$ cat config.mk
export PLATFORM = sky130hd
export DESIGN_NAME = ordered_array_list_engine_core
export DESIGN_NICKNAME = d
export VERILOG_FILES = /design/src/hw/rtl/oal_pkg.sv /design/src/hw/rtl/oal_ram.sv /design/src/hw/rtl/ordered_array_list_engine_core.sv
export SDC_FILE = /design/constraint.sdc
export NUM_CORES = 2
export LEC_CHECK = 0
export CAP_MARGIN = 20
export CORE_ASPECT_RATIO = 1.75
export CORE_MARGIN = 4
export CORE_UTILIZATION = 50
export CTS_BUF_LIST = sky130_fd_sc_hd__clkbuf_4
export CTS_CLUSTER_SIZE = 40
export DETAILED_ROUTE_END_ITERATION = 8
export DONT_BUFFER_PORTS = 1
export SLEW_MARGIN = 20
export SYNTH_ARGS = -nofsm -noshare
export SYNTH_HDL_FRONTEND = slang
export SYNTH_HIERARCHICAL = 1
export SYNTH_SLANG_ARGS = --single-unit
$ cat constraint.sdc
create_clock -name clk -period 5.5 [get_ports clk]
set_input_delay 0.55 -clock clk [delete_from_list [all_inputs] [get_ports clk]]
set_output_delay 0.55 -clock clk [all_outputs]
set_load 0.01 [all_outputs]
$ cat src/hw/rtl/oal_pkg.sv
// Shared types and codes for the ordered array list engine.
// No dependencies; ordered_array_list_engine_core refers to it by scoped names.
package oal_pkg;

	// Operation selected by the kind field of an input word.
	typedef enum logic [1:0] {
		KIND_INSERT = 2'd0,
		KIND_DELETE = 2'd1,
		KIND_FIND   = 2'd2,
		KIND_READ   = 2'd3
	} kind_t;

	// Completion status reported with every result word.
	typedef enum logic [1:0] {
		STAT_OK       = 2'd0,
		STAT_FULL     = 2'd1,
		STAT_BADPOS   = 2'd2,
		STAT_NOTFOUND = 2'd3
	} status_t;

	// Sequencer states, one-hot.
	typedef enum logic [1:0] {
		ST_IDLE = 2'b01,
		ST_WALK = 2'b10
	} state_t;

	localparam int unsigned FIELD_W = 7;
	localparam int unsigned DATA_W  = 32;
	localparam logic [FIELD_W-1:0] CAPACITY_RESET = 7'd64;

endpackage

$ cat src/hw/rtl/oal_ram.sv
// Entry store of the list engine: one write port, one read port, registered read data.
// Depends on nothing; instantiated by ordered_array_list_engine_core.
module oal_ram #(
	parameter int unsigned DEPTH = 64,
	parameter int unsigned AW    = 6,
	parameter int unsigned DW    = 32
) (
	input  logic          clk,
	input  logic          we,
	input  logic [AW-1:0] waddr,
	input  logic [DW-1:0] wdata,
	input  logic          re,
	input  logic [AW-1:0] raddr,
	output logic [DW-1:0] rdata
);

	logic [DW-1:0] mem [DEPTH];
	logic [DW-1:0] rdata_q;

	always_ff @(posedge clk) begin
		if (we) begin
			mem[waddr] <= wdata;
		end
	end

	always_ff @(posedge clk) begin
		if (re) begin
			rdata_q <= mem[raddr];
		end
	end

	assign rdata = rdata_q;

endmodule

$ cat src/hw/rtl/ordered_array_list_engine_core.sv
// Top level of the ordered array list engine: sequencer, shared compare/address unit.
// Depends on oal_pkg (types, codes) and oal_ram (entry store).
//
// Usage. A command word (kind, position, value) is taken at a rising edge where start
// is high and busy is low. Insert puts value at a 1-based position and moves the later
// entries up; delete removes and returns the entry at a position and moves the later
// entries down; find returns the 1-based position of the first equal entry; read
// returns the entry at a position. Every result word carries the list length after
// the operation. The capacity register (cfg_we, cfg_wdata) limits the number of
// entries; the limit in effect is the smaller of capacity and DEPTH. Write it only
// while the engine is idle.
//
// Timing. A command that fails its checks never raises busy; its result word appears
// with done in the next cycle. Otherwise the sequencer walks n entries through the
// single read port of the entry store, one per cycle, while busy stays high, where
// n = length-position+1 for insert and delete, 1 for read, and for find every entry on
// a miss, or on a hit the entries through the first match plus the one after it when
// there is one (at most length). No new command is taken until the walk ends. The
// result word is shown for exactly one cycle, marked by done, in the first cycle in
// which busy is low; a new command may be accepted in that same cycle. The receiver
// cannot stall the engine.
//
// Reset. arst_n clears the length to zero, the capacity to 64 and the sequencer to
// idle. The entry store itself is not cleared; only entries below the length are
// ever read, and those have all been written.
module ordered_array_list_engine_core #(
	parameter int unsigned DEPTH = 64,
	parameter int unsigned WIDTH = 32
) (
	input  logic                                 clk,
	input  logic                                 arst_n,
	input  logic                                 start,
	output logic                                 busy,
	input  logic [1:0]                           kind,
	input  logic [oal_pkg::FIELD_W-1:0]          position,
	input  logic signed [oal_pkg::DATA_W-1:0]    value,
	input  logic                                 cfg_we,
	input  logic [oal_pkg::FIELD_W-1:0]          cfg_wdata,
	output logic                                 done,
	output logic [1:0]                           status,
	output logic signed [oal_pkg::DATA_W-1:0]    data_out,
	output logic [oal_pkg::FIELD_W-1:0]          found_position,
	output logic [oal_pkg::FIELD_W-1:0]          list_length
);

	// Address width, count width, and a width that holds every position and count
	// compare without overflow.
	localparam int unsigned AW  = (DEPTH > 1) ? $clog2(DEPTH) : 1;
	localparam int unsigned CW  = $clog2(DEPTH + 1);
	localparam int unsigned XW  = ((CW > oal_pkg::FIELD_W) ? CW : oal_pkg::FIELD_W) + 1;
	localparam int unsigned FW  = oal_pkg::FIELD_W;
	localparam int unsigned DW  = oal_pkg::DATA_W;

	oal_pkg::state_t state_q;
	oal_pkg::kind_t  kind_q;
	oal_pkg::kind_t  kind_in;

	logic [FW-1:0]    capacity_q;
	logic [CW-1:0]    count_q;
	logic [CW-1:0]    rem_q;
	logic [AW-1:0]    ptr_q;
	logic [AW-1:0]    pos_m1_q;
	logic [WIDTH-1:0] val_q;
	logic             hit_q;
	logic             first_q;
	logic [DW-1:0]    data_cap_q;
	logic [FW-1:0]    fpos_cap_q;

	logic             rd_vld_s1;
	logic [AW-1:0]    rd_addr_s1;

	logic             done_q;
	logic [1:0]       status_q;
	logic [DW-1:0]    data_q;
	logic [FW-1:0]    fpos_q;
	logic [FW-1:0]    len_q;

	// Command checks, all in the wide compare domain.
	logic [XW-1:0] cnt_x;
	logic [XW-1:0] pos_x;
	logic [XW-1:0] cap_x;
	logic [XW-1:0] lim_x;
	logic [XW-1:0] span_x;
	logic          accept;
	logic          ins_full;
	logic          ins_badpos;
	logic          badpos;

	// Walk control.
	logic             issue;
	logic             finish;
	logic             consume;
	logic [WIDTH-1:0] rd_data;
	logic signed [WIDTH-1:0] rd_signed;
	logic signed [63:0]      rd_ext;
	logic             rd_match;

	logic             wr_en;
	logic [AW-1:0]    wr_addr;
	logic [WIDTH-1:0] wr_data;
	logic [CW-1:0]    count_next;

	assign kind_in    = oal_pkg::kind_t'(kind);
	assign accept     = start && (state_q == oal_pkg::ST_IDLE);
	assign cnt_x      = XW'(count_q);
	assign pos_x      = XW'(position);
	assign cap_x      = XW'(capacity_q);
	assign lim_x      = (cap_x < XW'(DEPTH)) ? cap_x : XW'(DEPTH);
	assign span_x     = cnt_x - pos_x + XW'(1);
	assign ins_full   = (cnt_x >= lim_x);
	assign ins_badpos = (pos_x == '0) || (pos_x > cnt_x + XW'(1));
	assign badpos     = (pos_x == '0) || (pos_x > cnt_x);

	// One read per cycle while entries remain; find stops issuing once it has a hit.
	assign issue   = (state_q == oal_pkg::ST_WALK) && (rem_q != '0) && !hit_q;
	assign finish  = (state_q == oal_pkg::ST_WALK) && !issue && !rd_vld_s1;
	assign consume = rd_vld_s1;

	assign rd_signed = $signed(rd_data);
	assign rd_ext    = 64'(rd_signed);
	assign rd_match  = (rd_data == val_q);

	// Write port: moved entries during the walk, the new value when insert finishes.
	always_comb begin
		wr_en   = 1'b0;
		wr_addr = rd_addr_s1 + AW'(1);
		wr_data = rd_data;
		if (consume && (kind_q == oal_pkg::KIND_INSERT)) begin
			wr_en = 1'b1;
		end else if (consume && (kind_q == oal_pkg::KIND_DELETE) && !first_q) begin
			wr_en   = 1'b1;
			wr_addr = rd_addr_s1 - AW'(1);
		end else if (finish && (kind_q == oal_pkg::KIND_INSERT)) begin
			wr_en   = 1'b1;
			wr_addr = pos_m1_q;
			wr_data = val_q;
		end
	end

	always_comb begin
		unique case (kind_q)
			oal_pkg::KIND_INSERT: count_next = count_q + CW'(1);
			oal_pkg::KIND_DELETE: count_next = count_q - CW'(1);
			default:              count_next = count_q;
		endcase
	end

	oal_ram #(
		.DEPTH (DEPTH),
		.AW    (AW),
		.DW    (WIDTH)
	) u_ram (
		.clk   (clk),
		.we    (wr_en),
		.waddr (wr_addr),
		.wdata (wr_data),
		.re    (issue),
		.raddr (ptr_q),
		.rdata (rd_data)
	);

	// Control state.
	always_ff @(posedge clk or negedge arst_n) begin
		if (!arst_n) begin
			state_q    <= oal_pkg::ST_IDLE;
			capacity_q <= oal_pkg::CAPACITY_RESET;
			count_q    <= '0;
			rem_q      <= '0;
			rd_vld_s1  <= 1'b0;
			hit_q      <= 1'b0;
			first_q    <= 1'b0;
			done_q     <= 1'b0;
		end else begin
			done_q    <= 1'b0;
			rd_vld_s1 <= issue;
			if (cfg_we) begin
				capacity_q <= cfg_wdata;
			end
			unique case (state_q)
				oal_pkg::ST_IDLE: begin
					if (accept) begin
						hit_q   <= 1'b0;
						first_q <= 1'b1;
						unique case (kind_in)
							oal_pkg::KIND_INSERT: begin
								if (ins_full || ins_badpos) begin
									done_q <= 1'b1;
								end else begin
									rem_q   <= CW'(span_x);
									state_q <= oal_pkg::ST_WALK;
								end
							end
							oal_pkg::KIND_DELETE: begin
								if (badpos) begin
									done_q <= 1'b1;
								end else begin
									rem_q   <= CW'(span_x);
									state_q <= oal_pkg::ST_WALK;
								end
							end
							oal_pkg::KIND_FIND: begin
								rem_q   <= count_q;
								state_q <= oal_pkg::ST_WALK;
							end
							oal_pkg::KIND_READ: begin
								if (badpos) begin
									done_q <= 1'b1;
								end else begin
									rem_q   <= CW'(1);
									state_q <= oal_pkg::ST_WALK;
								end
							end
						endcase
					end
				end
				oal_pkg::ST_WALK: begin
					if (issue) begin
						rem_q <= rem_q - CW'(1);
					end
					if (consume) begin
						first_q <= 1'b0;
						if ((kind_q == oal_pkg::KIND_FIND) && !hit_q && rd_match) begin
							hit_q <= 1'b1;
						end
					end
					if (finish) begin
						count_q <= count_next;
						done_q  <= 1'b1;
						state_q <= oal_pkg::ST_IDLE;
					end
				end
				default: state_q <= oal_pkg::ST_IDLE;
			endcase
		end
	end

	// Payload: walk pointer, latched command, captures and the result word.
	always_ff @(posedge clk) begin
		rd_addr_s1 <= ptr_q;
		if (issue) begin
			if (kind_q == oal_pkg::KIND_INSERT) begin
				ptr_q <= ptr_q - AW'(1);
			end else begin
				ptr_q <= ptr_q + AW'(1);
			end
		end
		if (consume) begin
			if (first_q) begin
				data_cap_q <= rd_ext[DW-1:0];
			end
			if (!hit_q && rd_match) begin
				fpos_cap_q <= FW'(XW'(rd_addr_s1) + XW'(1));
			end
		end
		if (accept) begin
			kind_q   <= kind_in;
			val_q    <= WIDTH'($unsigned(value));
			pos_m1_q <= AW'(pos_x - XW'(1));
			unique case (kind_in)
				oal_pkg::KIND_INSERT: ptr_q <= AW'(cnt_x - XW'(1));
				oal_pkg::KIND_FIND:   ptr_q <= '0;
				default:              ptr_q <= AW'(pos_x - XW'(1));
			endcase
			// Results of commands that fail their checks are formed here.
			data_q <= '0;
			fpos_q <= '0;
			len_q  <= FW'(count_q);
			if (kind_in == oal_pkg::KIND_INSERT && ins_full) begin
				status_q <= oal_pkg::STAT_FULL;
			end else begin
				status_q <= oal_pkg::STAT_BADPOS;
			end
		end
		if (finish) begin
			len_q <= FW'(count_next);
			unique case (kind_q)
				oal_pkg::KIND_INSERT: begin
					status_q <= oal_pkg::STAT_OK;
					data_q   <= '0;
					fpos_q   <= '0;
				end
				oal_pkg::KIND_FIND: begin
					data_q <= '0;
					if (hit_q) begin
						status_q <= oal_pkg::STAT_OK;
						fpos_q   <= fpos_cap_q;
					end else begin
						status_q <= oal_pkg::STAT_NOTFOUND;
						fpos_q   <= '0;
					end
				end
				default: begin
					status_q <= oal_pkg::STAT_OK;
					data_q   <= data_cap_q;
					fpos_q   <= '0;
				end
			endcase
		end
	end

	assign busy           = (state_q != oal_pkg::ST_IDLE);
	assign done           = done_q;
	assign status         = status_q;
	assign data_out       = $signed(data_q);
	assign found_position = fpos_q;
	assign list_length    = len_q;

	// An idle engine has no read in flight and writes nothing to the store.
	a_idle_quiet: assert property (@(posedge clk) disable iff (!arst_n)
		(state_q == oal_pkg::ST_IDLE) |-> (!rd_vld_s1 && !wr_en))
		else $error("store activity while idle");

	// The length never exceeds the depth of the store.
	a_count_range: assert property (@(posedge clk) disable iff (!arst_n)
		count_q <= CW'(DEPTH))
		else $error("length beyond depth");

	// Every accepted command either starts a walk or reports at once.
	a_accept_progress: assert property (@(posedge clk) disable iff (!arst_n)
		(start && !busy) |=> (busy || done))
		else $error("accepted command lost");

	// A failed search reports no position and no data.
	a_notfound_clean: assert property (@(posedge clk) disable iff (!arst_n)
		(done && (status == oal_pkg::STAT_NOTFOUND)) |-> (found_position == '0 && data_out == '0))
		else $error("not-found result carries data");

	// The length changes by at most one per command, and only at the end of a walk.
	a_count_step: assert property (@(posedge clk) disable iff (!arst_n)
		!$stable(count_q) |-> $past(finish))
		else $error("length changed outside a finishing walk");

endmodule
==> results.py <==
metrics = {
    "detailed_routing": {
        "drt_iter0_drc": 4343,
        "ant_nets": 0,
        "drc": 0,
        "drt_pass1_iterations": 6,
        "via_per_inst": 6.05,
        "routed_wl_microns": 229000,
        "vias": 43800,
        "wire_per_inst_microns": 31.6,
    },
    "timing": {
        "maxSlewViolCount": 0,
        "slew_headroom_pct": 18.2,
        "finalHoldViolations": 0,
        "setup_violations": 0,
        "fin_ws_ns": 0.226,
        "fin_setup_tns_ns": 0,
        "tightest_slew_ns": 1.23,
        "grt_setup_unrepaired": "no",
        "fin_crit_sh_pct": 95.9,
        "fmax_ghz": 0.190,
        "skew_ns": 0.129,
        "min_period_ns": 5.27,
    },
    "synth": {
        "ys.flop_type": "edfxtp_1",
        "synth-simple-area-share_pct": 2.63,
        "netlist_area_sq_mm": 0.0875,
        "synth_top_family_by_area": "multiplexers",
        "avgSynthCellArea_sq_um": 21.4,
        "ys_warn_count": 6,
        "muxShareOfSynthArea_pct": 15.2,
        "synth_compound_area_share_pct": 2.48,
        "ys_seq_area_share_pct": 76.9,
        "synth_cells": 4084,
        "synth_xor_xnor_area_share_pct": 0.651,
        "synth-async-reset-ratio_pct": 1.20,
        "synth_edf_count": 2213,
        "ys_seq_elements": 2246,
        "syn_nets": 4187,
        "yosysUniqueCellTypes": 77,
        "synth_fa_ha_area_share_pct": 0.764,
    },
    "finish": {
        "drive_gt1_share_pct": 31.7,
        "layout.nets": 4730,
        "area_growth_pct": 12.6,
        "final_cell_area_sq_mm": 0.0984,
    },
    "power_and_ir_drop": {
        "p_sw_share_pct": 32.9,
        "pwr-share-clk_pct": 25.9,
        "p_per_area_mw_per_mm2": 476,
        "intPower_mw": 31.4,
        "p_leak_nw": 31.7,
        "ir_drop_v": 0.000307,
        "p_comb_share_pct": 29.7,
        "p_switching_mw": 15.4,
        "sequentialPowerShare_pct": 44.5,
    },
    "grt": {
        "overflow": 0,
        "antenna_found_initial": 19,
        "grt_use_met2_pct": 46.6,
        "first_global_vias": 46100,
        "grt.busiest_layer": "met2",
        "grt_pass1_wl_microns": 329000,
        "grt_usage_pct": 25.5,
        "met3_usage_pct": 4.51,
        "grt_max_degree": 82,
        "grtUsageMet1_pct": 28.9,
    },
    "clocking": {
        "cts_buffers": 482,
        "clk_latency_ns": 1.26,
        "clock_sinks": 2246,
        "cts_resized": 0,
        "clockBufferDepth": 4,
        "htree_levels": 5,
        "cts_tree": "yes",
        "clkTransAtPathRegs_ns": 0.07,
        "cts_root_buf": "clkbuf_4",
    },
    "die": {
        "dieArea_sq_mm": 0.182,
        "start_util_pct": 50.4,
        "core_sq_mm": 0.174,
        "dieHeight_microns": 561,
        "die_w_microns": 324,
        "num_rows": 202,
        "ios": 102,
    },
    "worst_setup_path": {
        "critPathLaunchType": "register",
        "crit_path_end_kind": "register",
        "cp-startpoint": "rem_q[0]",
        "worstRegToRegCells": 12,
        "worstPathRequired_ns": 6.39,
        "cpMaxStageDelayCell": "a21oi_1",
        "cp_cell_sequence": "inv_1 -> ha_1 -> nor4b_2 -> a21oi_2 -> buf_4 -> o41a_1 -> a21oi_1 -> o22ai_1 -> a21oi_1 -> nand3b_1 -> nor2_4 -> buf_4",
        "max_stage_delay_ns": 0.91,
        "arrival_ns": 6.17,
        "r2r_end": "u_ram/mem[42][0]",
        "endpoint": "u_ram/mem[42][0]",
        "critPathMaxFanout": 14,
        "crit_type": "reg2reg",
        "ff2ff_setup_slack_ns": 0.23,
        "r2r_start": "rem_q[0]",
    },
    "place": {
        "gp_congestion": 0.887,
        "dp_slack_ns": 0.408,
        "dp_hpwl_microns": 147000,
        "placed_cell_area_sq_mm": 0.0915,
        "portBuffers": 0,
    },
    "status": {
        "run_status": "finished, final reports clean",
    },
    "job": {
        "cap_violations": 0,
    },
    "min_path": {
        "hold_path_depth": 5,
        "hp-class": "in2reg",
    },
}
-- through the flow --
stage,instances,power [mW],util (%),hold WS (ns)
floorplan,4084,29.5,-,0.254
detailed placement,6290,35.2,52.7,0.256
global route,7235,48.9,56.7,0.0818
finish,7240,46.8,56.7,0.150
global placement,6290,35.1,52.7,0.255
CTS,7225,47.4,56.7,0.0108
-- synth_stat cells (9+ instances only) --
master    count  area (sq um)
edfxtp_1   2213         66500
mux4_2      544         12300
nor2_1      160           601
nand2_1     152           571
mux2i_1      98           981
a21oi_1      94           470
clkbuf_1     93           349
o22ai_1      88           551
buf_2        66           330
xnor2_1      50           438
ha_1         47           588
inv_1        43           161
and3_1       39           244
o21ai_0      29           145
o221ai_1     29           254
buf_4        26           195
dfrtp_1      25           626
buf_1        22          82.6
nand3_1      21           105
nor2b_1      20           125
nor3_1       19          95.1
a22oi_1      17           128
xor2_1       15           131
and2_1       14          87.6
nand2b_1     14          87.6
nand4_1      13          81.3
a311oi_1     11          96.3
a21o_1        9          67.6
-- cell type report --
class / count / area, sq um
Fill cell: 13000 / 75200
Sequential cell: 2246 / 67300
Multi-Input combinational cell: 1582 / 19700
Clock buffer: 685 / 5140
Tap cell: 2244 / 2810
Timing Repair Buffer: 271 / 2560
Clock inverter: 153 / 781
Inverter: 44 / 165
Antenna cell: 15 / 37.5
-- worst min-delay path by stage --
stage | slack, ns | start | endpoint
final | 0.15 | position[1] | rem_q[2]
after global routing | 0.08 | cfg_wdata[4] | capacity_q[4]
after CTS | 0.01 | cfg_wdata[4] | capacity_q[4]
after detailed placement | 0.26 | arst_n | rem_q[2]
after global placement | 0.26 | arst_n | rem_q[1]
after floorplan | 0.25 | arst_n | capacity_q[0]
-- worst max-delay path, delay by kind of cell (launching register included) --
family	cells	cell delay, ns
adder cells (fa/ha/maj)	1	0.16
AND/OR/NAND/NOR	3	1.94
AO/OA/AOI/OAI	5	1.78
buffers and inverters	3	0.65
flip-flops	1	0.38
-- layer usage --
metal / up-vias / routed length (microns)
li1: 18400 / -
met3: 454 / 13400
met2: 1715 / 126000
met1: 23200 / 77400
met5: - / 91
met4: 14 / 11600
-- logic make-up (layout without fill, tap and decap cells) --
family                     Yosys count  after routing
DFF                               2246           2246
muxes                              650            650
and+or+nand+nor                    488            488
AOI/OAI and AO/OA                  328            328
buffers and inverters              256           1153
xor gates and xnor gates            65             65
adders and majority gates           51             51
other                                0             15
-- cell usage in the layout, fill, tap and decap left out, types with 39 or more instances in the layout --
master / n
a21oi_1: 94
and3_1: 39
buf_4: 153
clkbuf_4: 685
clkinv_1: 110
dlygate4sd3_1: 95
edfxtp_1: 2213
ha_1: 47
inv_1: 42
mux2i_1: 98
mux4_2: 544
nand2_1: 119
nor2_1: 97
nor2_4: 62
o22ai_1: 88
xnor2_1: 50
-- power by group through the flow --
| stage | Sequential [mW] | Clock [mW] | Combinational [mW] |
|---|---|---|---|
| 2_1_floorplan | 21.0 | 0 | 8.51 |
| 3_3_place_gp | 21.2 | 0 | 13.9 |
| 3_5_place_dp | 21.2 | 0 | 14.0 |
| 4_1_cts | 20.8 | 12.5 | 14.1 |
| 5_1_grt | 20.9 | 13.4 | 14.6 |
| 6_report | 20.8 | 12.1 | 13.9 |
-- state kept, by name (all words and copies together), names as in the netlist, 7 cells and up --
signal / flops
list_length: 7
data_out: 32
u_ram/mem: 2048
capacity_q: 7
found_position: 7
count_q: 7
fpos_cap_q: 7
data_cap_q: 32
u_ram/rdata: 32
val_q: 32
rem_q: 7
-- timing repair --
action                                 in CTS  in global routing
hold buffers                               97                  0
setup buffers                               0                  0
endpoints found under the hold margin      94                  0
Note: power is estimated with default switching activity, not from simulation.
